<file path="config.mk">
export PLATFORM = sky130hd
export DESIGN_NAME = header_length_sum_frame_parser_core
export DESIGN_NICKNAME = d
export VERILOG_FILES = /design/src/hfp_pkg.sv /design/src/hfp_deframer.sv /design/src/header_length_sum_frame_parser_core.sv
export VERILOG_INCLUDE_DIRS = /design/src /design/src/src
export SDC_FILE = /design/constraint.sdc
export NUM_CORES = 1
export LEC_CHECK = 0
export BUFFER_PORTS_ARGS = -buffer_cell sky130_fd_sc_hd__buf_2
export CAP_MARGIN = 15
export CORE_ASPECT_RATIO = 1.25
export CORE_MARGIN = 1
export CORE_UTILIZATION = 40
export DETAILED_ROUTE_END_ITERATION = 8
export GPL_ROUTABILITY_DRIVEN = 1
export RECOVER_POWER = 25
export SLEW_MARGIN = 30
export SYNTH_ARGS = -nofsm -noshare
export SYNTH_HDL_FRONTEND = slang
export SYNTH_SLANG_ARGS = --single-unit
</file>
<file path="constraint.sdc">
create_clock -name clk_i -period 4.19 [get_ports clk_i]
set_input_delay 0.419 -clock clk_i [delete_from_list [all_inputs] [get_ports clk_i]]
set_output_delay 0.419 -clock clk_i [all_outputs]
set_load 0.05 [all_outputs]
</file>
<file path="src/header_length_sum_frame_parser_core_assert.svh">
// ----------------------------------------------------------------------------
// Assertion macros for the header/length/sum frame parser
// Concurrent checks, compiled out when NO_ASSERTIONS is set.
// ----------------------------------------------------------------------------
`ifndef HEADER_LENGTH_SUM_FRAME_PARSER_CORE_ASSERT_SVH
`define HEADER_LENGTH_SUM_FRAME_PARSER_CORE_ASSERT_SVH

`ifndef NO_ASSERTIONS
`define HFP_ASSERT(lbl, clk, rstn, prop) \
  lbl: assert property (@(posedge clk) disable iff (!rstn) prop) \
    else $error("hfp assertion failed");
`define HFP_ASSERT_NEVER(lbl, clk, rstn, expr) \
  lbl: assert property (@(posedge clk) disable iff (!rstn) !(expr)) \
    else $error("hfp forbidden condition seen");
`else
`define HFP_ASSERT(lbl, clk, rstn, prop)
`define HFP_ASSERT_NEVER(lbl, clk, rstn, expr)
`endif

`endif

</file>
<file path="src/hfp_pkg.sv">
// ----------------------------------------------------------------------------
// hfp_pkg
// Types and constants shared by the frame parser modules.
// ----------------------------------------------------------------------------
`default_nettype none

package hfp_pkg;

  localparam logic [7:0] HDR_BYTE      = 8'hFF;
  localparam logic [7:0] MIN_FRAME_LEN = 8'd5;
  localparam logic [7:0] MAX_LEN_RST   = 8'd103;

  localparam logic [7:0] POS_HDR0 = 8'd0;
  localparam logic [7:0] POS_HDR1 = 8'd1;
  localparam logic [7:0] POS_LEN  = 8'd2;
  localparam logic [7:0] POS_INST = 8'd3;

  typedef enum logic [2:0] {
    ST_DISCARD = 3'd0,
    ST_HEADER  = 3'd1,
    ST_LENGTH  = 3'd2,
    ST_BODY    = 3'd3,
    ST_OK      = 3'd4,
    ST_BADSUM  = 3'd5,
    ST_BADLEN  = 3'd6
  } status_e;

  typedef struct packed {
    logic [7:0] data_byte;
    logic [7:0] position;
    status_e    status;
    logic [7:0] instruction;
    logic [7:0] frame_len;
  } result_t;

endpackage

`default_nettype wire

</file>
<file path="src/hfp_deframer.sv">
// ----------------------------------------------------------------------------
// hfp_deframer
// Frame state and per-byte step: header hunt, length check, running sum.
// ----------------------------------------------------------------------------
`default_nettype none

`include "header_length_sum_frame_parser_core_assert.svh"

module hfp_deframer (
  input  wire logic            clk_i,
  input  wire logic            rst_ni,
  input  wire logic            step_i,
  input  wire logic [7:0]      rx_byte_i,
  input  wire logic [7:0]      max_frame_len_i,
  output hfp_pkg::result_t     res_o
);
  import hfp_pkg::*;

  logic [7:0] pos_q, pos_d;
  logic [7:0] len_q, len_d;
  logic [7:0] sum_q, sum_d;
  logic [7:0] inst_q, inst_d;
  logic [8:0] pos_inc;
  logic       last_byte;

  assign pos_inc   = {1'b0, pos_q} + 9'd1;
  assign last_byte = pos_inc >= {1'b0, len_q};

  always_comb begin
    pos_d  = pos_q;
    len_d  = len_q;
    sum_d  = sum_q;
    inst_d = inst_q;
    res_o.data_byte   = rx_byte_i;
    res_o.position    = pos_q;
    res_o.status      = ST_DISCARD;
    res_o.instruction = 8'd0;
    res_o.frame_len   = 8'd0;
    if (pos_q == POS_HDR0) begin
      if (rx_byte_i == HDR_BYTE) begin
        res_o.status = ST_HEADER;
        pos_d        = POS_HDR1;
      end
    end else if (pos_q == POS_HDR1) begin
      if (rx_byte_i == HDR_BYTE) begin
        res_o.status = ST_HEADER;
        pos_d        = POS_LEN;
      end else begin
        pos_d = POS_HDR0;
      end
    end else if (pos_q == POS_LEN) begin
      res_o.frame_len = rx_byte_i;
      if (rx_byte_i < MIN_FRAME_LEN || rx_byte_i > max_frame_len_i) begin
        res_o.status = ST_BADLEN;
        pos_d        = POS_HDR0;
      end else begin
        res_o.status = ST_LENGTH;
        len_d        = rx_byte_i;
        sum_d        = rx_byte_i;
        pos_d        = POS_INST;
      end
    end else begin
      res_o.frame_len = len_q;
      if (last_byte) begin
        if (rx_byte_i == sum_q) begin
          res_o.status      = ST_OK;
          res_o.instruction = inst_q;
        end else begin
          res_o.status = ST_BADSUM;
        end
        pos_d  = POS_HDR0;
        len_d  = 8'd0;
        sum_d  = 8'd0;
        inst_d = 8'd0;
      end else begin
        res_o.status = ST_BODY;
        if (pos_q == POS_INST) begin
          inst_d = rx_byte_i;
        end
        sum_d = sum_q + rx_byte_i;
        pos_d = pos_q + 8'd1;
      end
    end
  end

  always_ff @(posedge clk_i or negedge rst_ni) begin
    if (!rst_ni) begin
      pos_q  <= 8'd0;
      len_q  <= 8'd0;
      sum_q  <= 8'd0;
      inst_q <= 8'd0;
    end else if (step_i) begin
      pos_q  <= pos_d;
      len_q  <= len_d;
      sum_q  <= sum_d;
      inst_q <= inst_d;
    end
  end

  `HFP_ASSERT(a_hunt_clear, clk_i, rst_ni, (pos_q < POS_INST) |-> (len_q == 8'd0 && sum_q == 8'd0))
  `HFP_ASSERT(a_body_in_frame, clk_i, rst_ni, (pos_q >= POS_INST) |-> (len_q >= MIN_FRAME_LEN && pos_inc <= {1'b0, len_q}))
  `HFP_ASSERT(a_end_hunts, clk_i, rst_ni, (step_i && (res_o.status == ST_OK || res_o.status == ST_BADSUM || res_o.status == ST_BADLEN)) |=> (pos_q == POS_HDR0))
  `HFP_ASSERT_NEVER(a_len_bound, clk_i, rst_ni, step_i && res_o.status == ST_LENGTH && rx_byte_i > max_frame_len_i)

endmodule

`default_nettype wire

</file>
<file path="src/header_length_sum_frame_parser_core.sv">
// A byte passes from the accepting edge through the input and result registers to out_valid_o.
// Throughput: one byte per cycle while out_stall_i is low; the step is byte compares and 8-bit adds.
// Stall from the output propagates to in_stall_o only when both registers are full.
// Reset clears the frame state to header hunt and max_frame_len to 103.
// ----------------------------------------------------------------------------
// header_length_sum_frame_parser_core
// FF FF / length / checksum deframer with cut-through per-byte results.
// ----------------------------------------------------------------------------
`default_nettype none

module header_length_sum_frame_parser_core (
  input  wire logic       clk_i,
  input  wire logic       rst_ni,
  input  wire logic       cfg_valid_i,
  output logic            cfg_ready_o,
  input  wire logic [7:0] cfg_max_frame_len_i,
  input  wire logic       in_valid_i,
  output logic            in_stall_o,
  input  wire logic [7:0] rx_byte_i,
  output logic            out_valid_o,
  input  wire logic       out_stall_i,
  output logic [7:0]      data_byte_o,
  output logic [7:0]      position_o,
  output logic [2:0]      status_o,
  output logic [7:0]      instruction_o,
  output logic [7:0]      frame_len_o
);
  import hfp_pkg::*;

  logic       in_vld_q, in_vld_d;
  logic [7:0] in_byte_q;
  logic       out_vld_q, out_vld_d;
  result_t    out_q;
  result_t    res;
  logic [7:0] max_len_q;
  logic       in_take;
  logic       step;

  assign cfg_ready_o = 1'b1;

  assign step       = in_vld_q && (!out_vld_q || !out_stall_i);
  assign in_stall_o = in_vld_q && !step;
  assign in_take    = in_valid_i && !in_stall_o;

  always_comb begin
    in_vld_d = in_vld_q;
    if (in_take) begin
      in_vld_d = 1'b1;
    end else if (step) begin
      in_vld_d = 1'b0;
    end
    out_vld_d = out_vld_q;
    if (step) begin
      out_vld_d = 1'b1;
    end else if (!out_stall_i) begin
      out_vld_d = 1'b0;
    end
  end

  always_ff @(posedge clk_i or negedge rst_ni) begin
    if (!rst_ni) begin
      in_vld_q  <= 1'b0;
      out_vld_q <= 1'b0;
      max_len_q <= MAX_LEN_RST;
    end else begin
      in_vld_q  <= in_vld_d;
      out_vld_q <= out_vld_d;
      if (cfg_valid_i && cfg_ready_o) begin
        max_len_q <= cfg_max_frame_len_i;
      end
    end
  end

  always_ff @(posedge clk_i) begin
    if (in_take) begin
      in_byte_q <= rx_byte_i;
    end
    if (step) begin
      out_q <= res;
    end
  end

  hfp_deframer u_deframer (
    .clk_i           (clk_i),
    .rst_ni          (rst_ni),
    .step_i          (step),
    .rx_byte_i       (in_byte_q),
    .max_frame_len_i (max_len_q),
    .res_o           (res)
  );

  assign out_valid_o   = out_vld_q;
  assign data_byte_o   = out_q.data_byte;
  assign position_o    = out_q.position;
  assign status_o      = out_q.status;
  assign instruction_o = out_q.instruction;
  assign frame_len_o   = out_q.frame_len;

endmodule

`default_nettype wire

</file>
# [After elaboration in Yosys (flattened, before gate mapping)]
# Cells that the tools add are included.
[word_totals] regBits=85 latch_bits=0 ramBits=0 mem_bits_ro=0 inputBits=21 n_memories=0
[op_classes] addsub=3 mul=0 n_div=0 n_lt_le_gt_ge=3 n_eq_ne=8 shift=0 mux=26 bitwise=5 reduce_logical=19
[op_table] cell="$mux 8" count=13
[op_table] cell="$eq 8x2->1 const B" count=2
[op_table] cell="$mux 3" count=5
[op_table] cell="$reduce_and 5->1" count=2
[op_table] cell="$add 8x1->9 const B" count=1
[op_table] cell="$ge 9x8->1" count=1
[op_table] cell="$add 8x1->8 const B" count=1
[op_table] cell="$add 8x8->8" count=1
[op_table] cell="$eq 8x1->1 const B" count=1
[op_table] cell="$eq 8x8->1" count=1
[op_table] cell="$eq 8x8->1 const B" count=1
[op_table] cell="$gt 8x8->1" count=1
[op_table] cell="$logic_not 8->1" count=1
[op_table] cell="$lt 8x3->1 const B" count=1
[op_table] cell="$mux 1" count=6
[op_table] cell="$reduce_bool 2->1" count=3
[op_table] cell="$not 1->1" count=5
[op_table] cell="$reduce_or 5->1" count=1
[op_table] cell="$logic_not 1->1" count=4
[op_table] cell="$mux 2" count=2
[op_table] cell="$ne 2x2->1 const B" count=2
[op_table] cell="$reduce_and 4->1" count=1
[op_table] cell="$logic_and 1x1->1" count=3
[op_table] cell="$logic_or 1x1->1" count=2
[op_table] cell="3 further kinds" count=3

# [Depth between registers and ports, before layout]
[depth] ltp_word=8 depth_mapped=14 ltp_nobuf=12

# [Hierarchy]
# From an unflattened synthesis, not the netlist that was laid out.
[hier_totals] hier_cells=371 hier_area_um2=4463.0
[by_module_without_submodules] mod="hfp_deframer" n_inst=1 cells_each=301 area_each_um2=2736.4 seq_area_each_um2=800.8
[by_module_without_submodules] mod="header_length_sum_frame_parser_core" n_inst=1 cells_each=70 area_each_um2=1726.7 seq_area_each_um2=1547.7

# [Least setup slack after synthesis]
# No wires, ideal clock.
[synth_timing] path_type="reg-to-reg" from="register u_deframer.pos_q[0]" to="register u_deframer.inst_q[1]" setup_ns=0.066 t_arrival_ns=3.084 path_slack_ns=1.040 stages_incl_launch_ff=15 path_buffers=2 period_less_slack_ns=3.150 path_cell_list="dfrtp_1 > ha_1 > and3_1 > and3_1 > xor2_1 > ha_1 > a21o_1 > a221o_1 > a31oi_1 > o211a_2 > and2_4 > buf_6 > and3_4 > buf_6 > a22o_1"
[synth_between] elab_chain_len=4 elab_cells_between_ends=12 classes_between="add/sub: 1; order compare: 1; eq/ne: 3; mux: 1; bitwise: 3; reduce/logical: 3"
[synth_lines] item="start: declaration" line_no="hfp_deframer.sv:19" source="logic [7:0] pos_q, pos_d;"
[synth_lines] item="start signal: assignment" line_no="hfp_deframer.sv:93" source="pos_q <= pos_d;"
[synth_lines] item="$add 8x1->9" line_no="hfp_deframer.sv:26" source="assign pos_inc = {1'b0, pos_q} + 9'd1;"
[synth_lines] item="$ge 9x8->1" line_no="hfp_deframer.sv:27" source="assign last_byte = pos_inc >= {1'b0, len_q};"
[synth_lines] item="$reduce_bool 2->1 (no source line)"
[synth_lines] item="$reduce_and 5->1 (no source line)"
[synth_lines] item="end signal: assignment" line_no="hfp_deframer.sv:96" source="inst_q <= inst_d;"
[synth_lines] item="end: declaration" line_no="hfp_deframer.sv:22" source="logic [7:0] inst_q, inst_d;"
# Parallel ways exist; a longest one is shown, timed or not.
# A chain may end at the register's enable or synchronous reset.

# [Worst setup path after layout]
[layout_timing] from="register u_deframer.pos_q[0]" to="register out_q (netlist bit instruction_o[5]) (data pin)"
[layout_between] elab_chain_len=4 elab_cells_between_ends=7 classes_between="add/sub: 1; order compare: 1; eq/ne: 2; bitwise: 1; reduce/logical: 2"
[layout_lines] item="$add 8x1->9" line_no="hfp_deframer.sv:26"
[layout_lines] item="$ge 9x8->1" line_no="hfp_deframer.sv:27"
[layout_lines] item="$not 1->1 (no source line)"
[layout_lines] item="$reduce_or 5->1 (no source line) *"
[layout_lines] item="end signal: assignment" line_no="header_length_sum_frame_parser_core.sv:79" source="out_q <= res;"
[layout_lines] item="end: declaration" line_no="header_length_sum_frame_parser_core.sv:33" source="result_t out_q;"
# Every way passes the cells marked *; elsewhere a longest branch is shown, timed or not.

==> results by group <==
Clock tree
  • Total CTS buffers: 9
  • Cts repair resizes: 0
  • Later-pin clock latency in the skew report: 0.34 ns
  • CTS tree: built
  • CTS Buffer Depth: 2
  • CTS clock-pin slew for the worst setup and hold paths: 0.06 ns
  • Sink Count: 85
  • Hold_buf cts: 0
  • H-tree levels: 3
  • Post-CTS setup buffer count: 0
  • Root Driver: clkbuf_16

Finish
  • Filler cells: 960
  • Final net count: 469
  • N_diodes: 0
  • Synthesis-to-finish area growth: 16.3%
  • Post-layout util: 47.8%
  • Reg area: 2350 sq um
  • Share of layout cells above drive strength 1: 20.5%
  • Area of the multi-input gates: 1650 sq um

Worst setup path
  • Setup crit end: instruction_o[5]
  • Reg2Reg Depth: 12
  • Reg2Reg Setup Slack: 0.71 ns
  • Crit path cell chain: ha_1 -> and3_1 -> and3_1 -> xor2_1 -> ha_1 -> and3_1 -> a221o_1 -> a31oi_1 -> o21ai_0 -> and4_1 -> nor2b_1 -> and2_1
  • Reg-to-reg endpoint: instruction_o[5]
  • Crit Path Category: flop to flop
  • FF-to-FF Start: u_deframer.pos_q[0]
  • Critical path startpoint category: flop
  • Critical path data required time: 4.28 ns
  • Slowest stage cell, crit path: dfrtp_1
  • Worst path max stage delay: 0.49 ns
  • Worst Path Arrival: 3.58 ns
  • Largest fanout on the critical path: 9
  • Most frequent CP cell: and3_1
  • Critical Path End Type: flop
  • Worst Setup SP: u_deframer.pos_q[0]

Power and ir drop
  • Leak: 0.00211 uW
  • Overall power: 3040 uW
  • Int Pwr: 1860 uW
  • Sequential power share: 37.5%
  • Net Switching: 1180 uW
  • Worst vdd ir: 261 uV
  • Power per cell area: 632 nW/um^2
  • Clock power frac: 23.3%
  • Gate power share: 39.2%
  • Sw Ratio: 38.9%

Outcome
  • Failing checks: capacitance limit, slew limit
  • Status: finished, violations left

Die
  • Chip Height: 116 microns
  • Initial Util: 41.1%
  • Core area: 10100 sq um
  • Die ar.: 10800 sq um
  • Io pins: 59
  • DIE WIDTH: 93.0 microns
  • Row cnt: 41

GRT
  • Overflow after GRT: 0
  • Largest net degree at the start of global routing: 43
  • Vias in the first global route: 2702
  • First-pass GRT wire length: 13.8 mm
  • Tot GR Track Use: 17.1%
  • Initial antenna violation count: 0

Synth
  • Syn avg cell area: 11.5 sq um
  • Main flop type after synthesis: edfxtp_1
  • Netlist cell types: 51
  • Number of synthesized register bits: 85
  • EDFF count, synth: 43
  • Post-Syn Area: 4140 sq um
  • YS warnings: 0
  • Post-synthesis sequential area ratio: 56.8%
  • Synth Net Count: 409
  • Share of flip-flops with an asynchronous set or reset: 49.4%
  • Syn Inst Count: 360

Placed design
  • Pre-CTS setup slack: 0.738 ns
  • Routability Congestion: 0.827
  • Port Buffers: 57
  • DPL Wire Length: 6.14 mm

STA
  • Endpoints failing setup: 0
  • Tmin final: 3.48 ns
  • Worst slew pin tran: 2.32 ns
  • Max-Slew Margin vs Limit: -54.8%
  • Clock Skew: 0.00530 ns
  • Post-route setup slack: 0.707 ns
  • RSZ-0062 raised after global routing: no
  • Fin crit share: 83.1%
  • Max Slew Vio Count: 43
  • Max frequency: 0.287 GHz
  • Setup TNS Final: 0 ns
  • Final hold violation count: 0

Detailed routing
  • Average wire per standard cell: 15.3 microns
  • Residual DRC: 0
  • Final antenna-violating net count: 0
  • Vias per inst: 5.15
  • Drt initial violations: 101
  • Final wirelength: 8.48 mm
  • Vias: 2853
  • Drt first pass iters: 4

Hold path
  • Min-Delay Path Class: input pin to flop

Run
  • Total of max-cap violations: 1
cells by family after synthesis:
logic type / count (synthesis) / synth area share [%]
flip-flops: 85 / 56.8
adder cells (fa/ha/maj): 28 / 8.65
other: 1 / 0.0907
XOR/XNOR: 12 / 2.54
multiplexers: 2 / 0.544
AO/OA/AOI/OAI: 94 / 14.8
AND/OR/NAND/NOR: 106 / 13.2
buffers and inverters: 32 / 3.42
cell usage in the layout, fill, tap and decap left out, types with 2 or more instances in the layout:
cell,count
buf_2,56
edfxtp_1,43
nand2_1,42
dfrtp_1,37
ha_1,27
a21oi_1,24
inv_1,21
o21ai_0,18
nor2_1,13
a22o_1,13
and2_1,10
clkbuf_16,9
nand3_1,8
xnor2_1,8
a21o_1,8
nand2b_1,6
a31oi_1,5
a21boi_0,5
o21ai_1,5
o2bb2ai_1,5
dfstp_2,5
nor2b_1,4
nand4_1,4
nor4_1,4
xor2_1,4
and3_1,3
nor3_1,3
clkinvlp_4,3
buf_4,3
a221o_1,2
o22ai_1,2
mux2_2,2
clkbuf_1,2
worst min-delay path by stage:
| stage | startpoint | end | slack (ns) | cells past startpoint |
|---|---|---|---|---|
| floorplan | rst_ni | in_vld_q | 0.12 | 0 |
| global placement | in_vld_q | out_valid_o | 0.48 | 1 |
| detailed placement | u_deframer.sum_q[3] | u_deframer.sum_q[3] | 0.48 | 2 |
| CTS | rx_byte_i[3] | in_byte_q[3] | 0.24 | 1 |
| global route | rx_byte_i[1] | in_byte_q[1] | 0.24 | 1 |
| finish | rx_byte_i[1] | in_byte_q[1] | 0.25 | 1 |
synthesized netlist by cell type (all sizes together) (8+ instances only):
cell	number	area, sq um
a22o	13	114
nand2	43	169
xnor2	8	70.1
o21ai	23	115
a21oi	24	120
a21o	8	60.1
dfrtp	37	926
inv	21	78.8
and2	11	71.3
nor2	13	48.8
nand3	8	40.0
edfxtp	43	1290
ha	27	338
critical path, delay by kind of cell (launching register included):
| family | cells | cell delay (ns) |
|---|---|---|
| compound gates | 3 | 0.74 |
| flops | 1 | 0.49 |
| xor+xnor | 1 | 0.18 |
| fa+ha+maj | 2 | 0.55 |
| simple gates | 6 | 1.28 |
layer usage:
| metal | routed length (microns) | part of all wire [%] | global-route usage [%] |
|---|---|---|---|
| met1 | 3830 | 45 | 21.2 |
| met2 | 4230 | 50 | 28.2 |
| met3 | 274 | 3.2 | 3.87 |
| met4 | 147 | 1.7 | 8.21 |
| met5 | 0 | 0 | 0 |
metrics by stage:
stage	instances	instance area, sq um	hold slack, ns
2_1_floorplan	360	4140	0.123
3_3_place_gp	538	4540	0.479
3_5_place_dp	538	4540	0.484
4_1_cts	554	4810	0.242
5_1_grt	554	4810	0.240
6_report	554	4810	0.252
final cells by class:
class,instances,area share [%]
well taps,129,3.36
clock buffers,10,4.76
repair buffers,60,6.37
clock inverters,6,0.832
multi-input cells,243,34.2
inverters,21,1.64
flip-flops and latches,85,48.8
power groups by stage:
stage | Clock [uW] | Combinational (uW) | Sequential [uW]
after floorplan | 0 | 767 | 1280
after global placement | 0 | 1170 | 1150
after detailed placement | 0 | 1190 | 1160
after CTS | 729 | 1200 | 1140
after global routing | 764 | 1320 | 1160
final | 710 | 1190 | 1140
No activity file was read; power rests on OpenSTA's default activity.
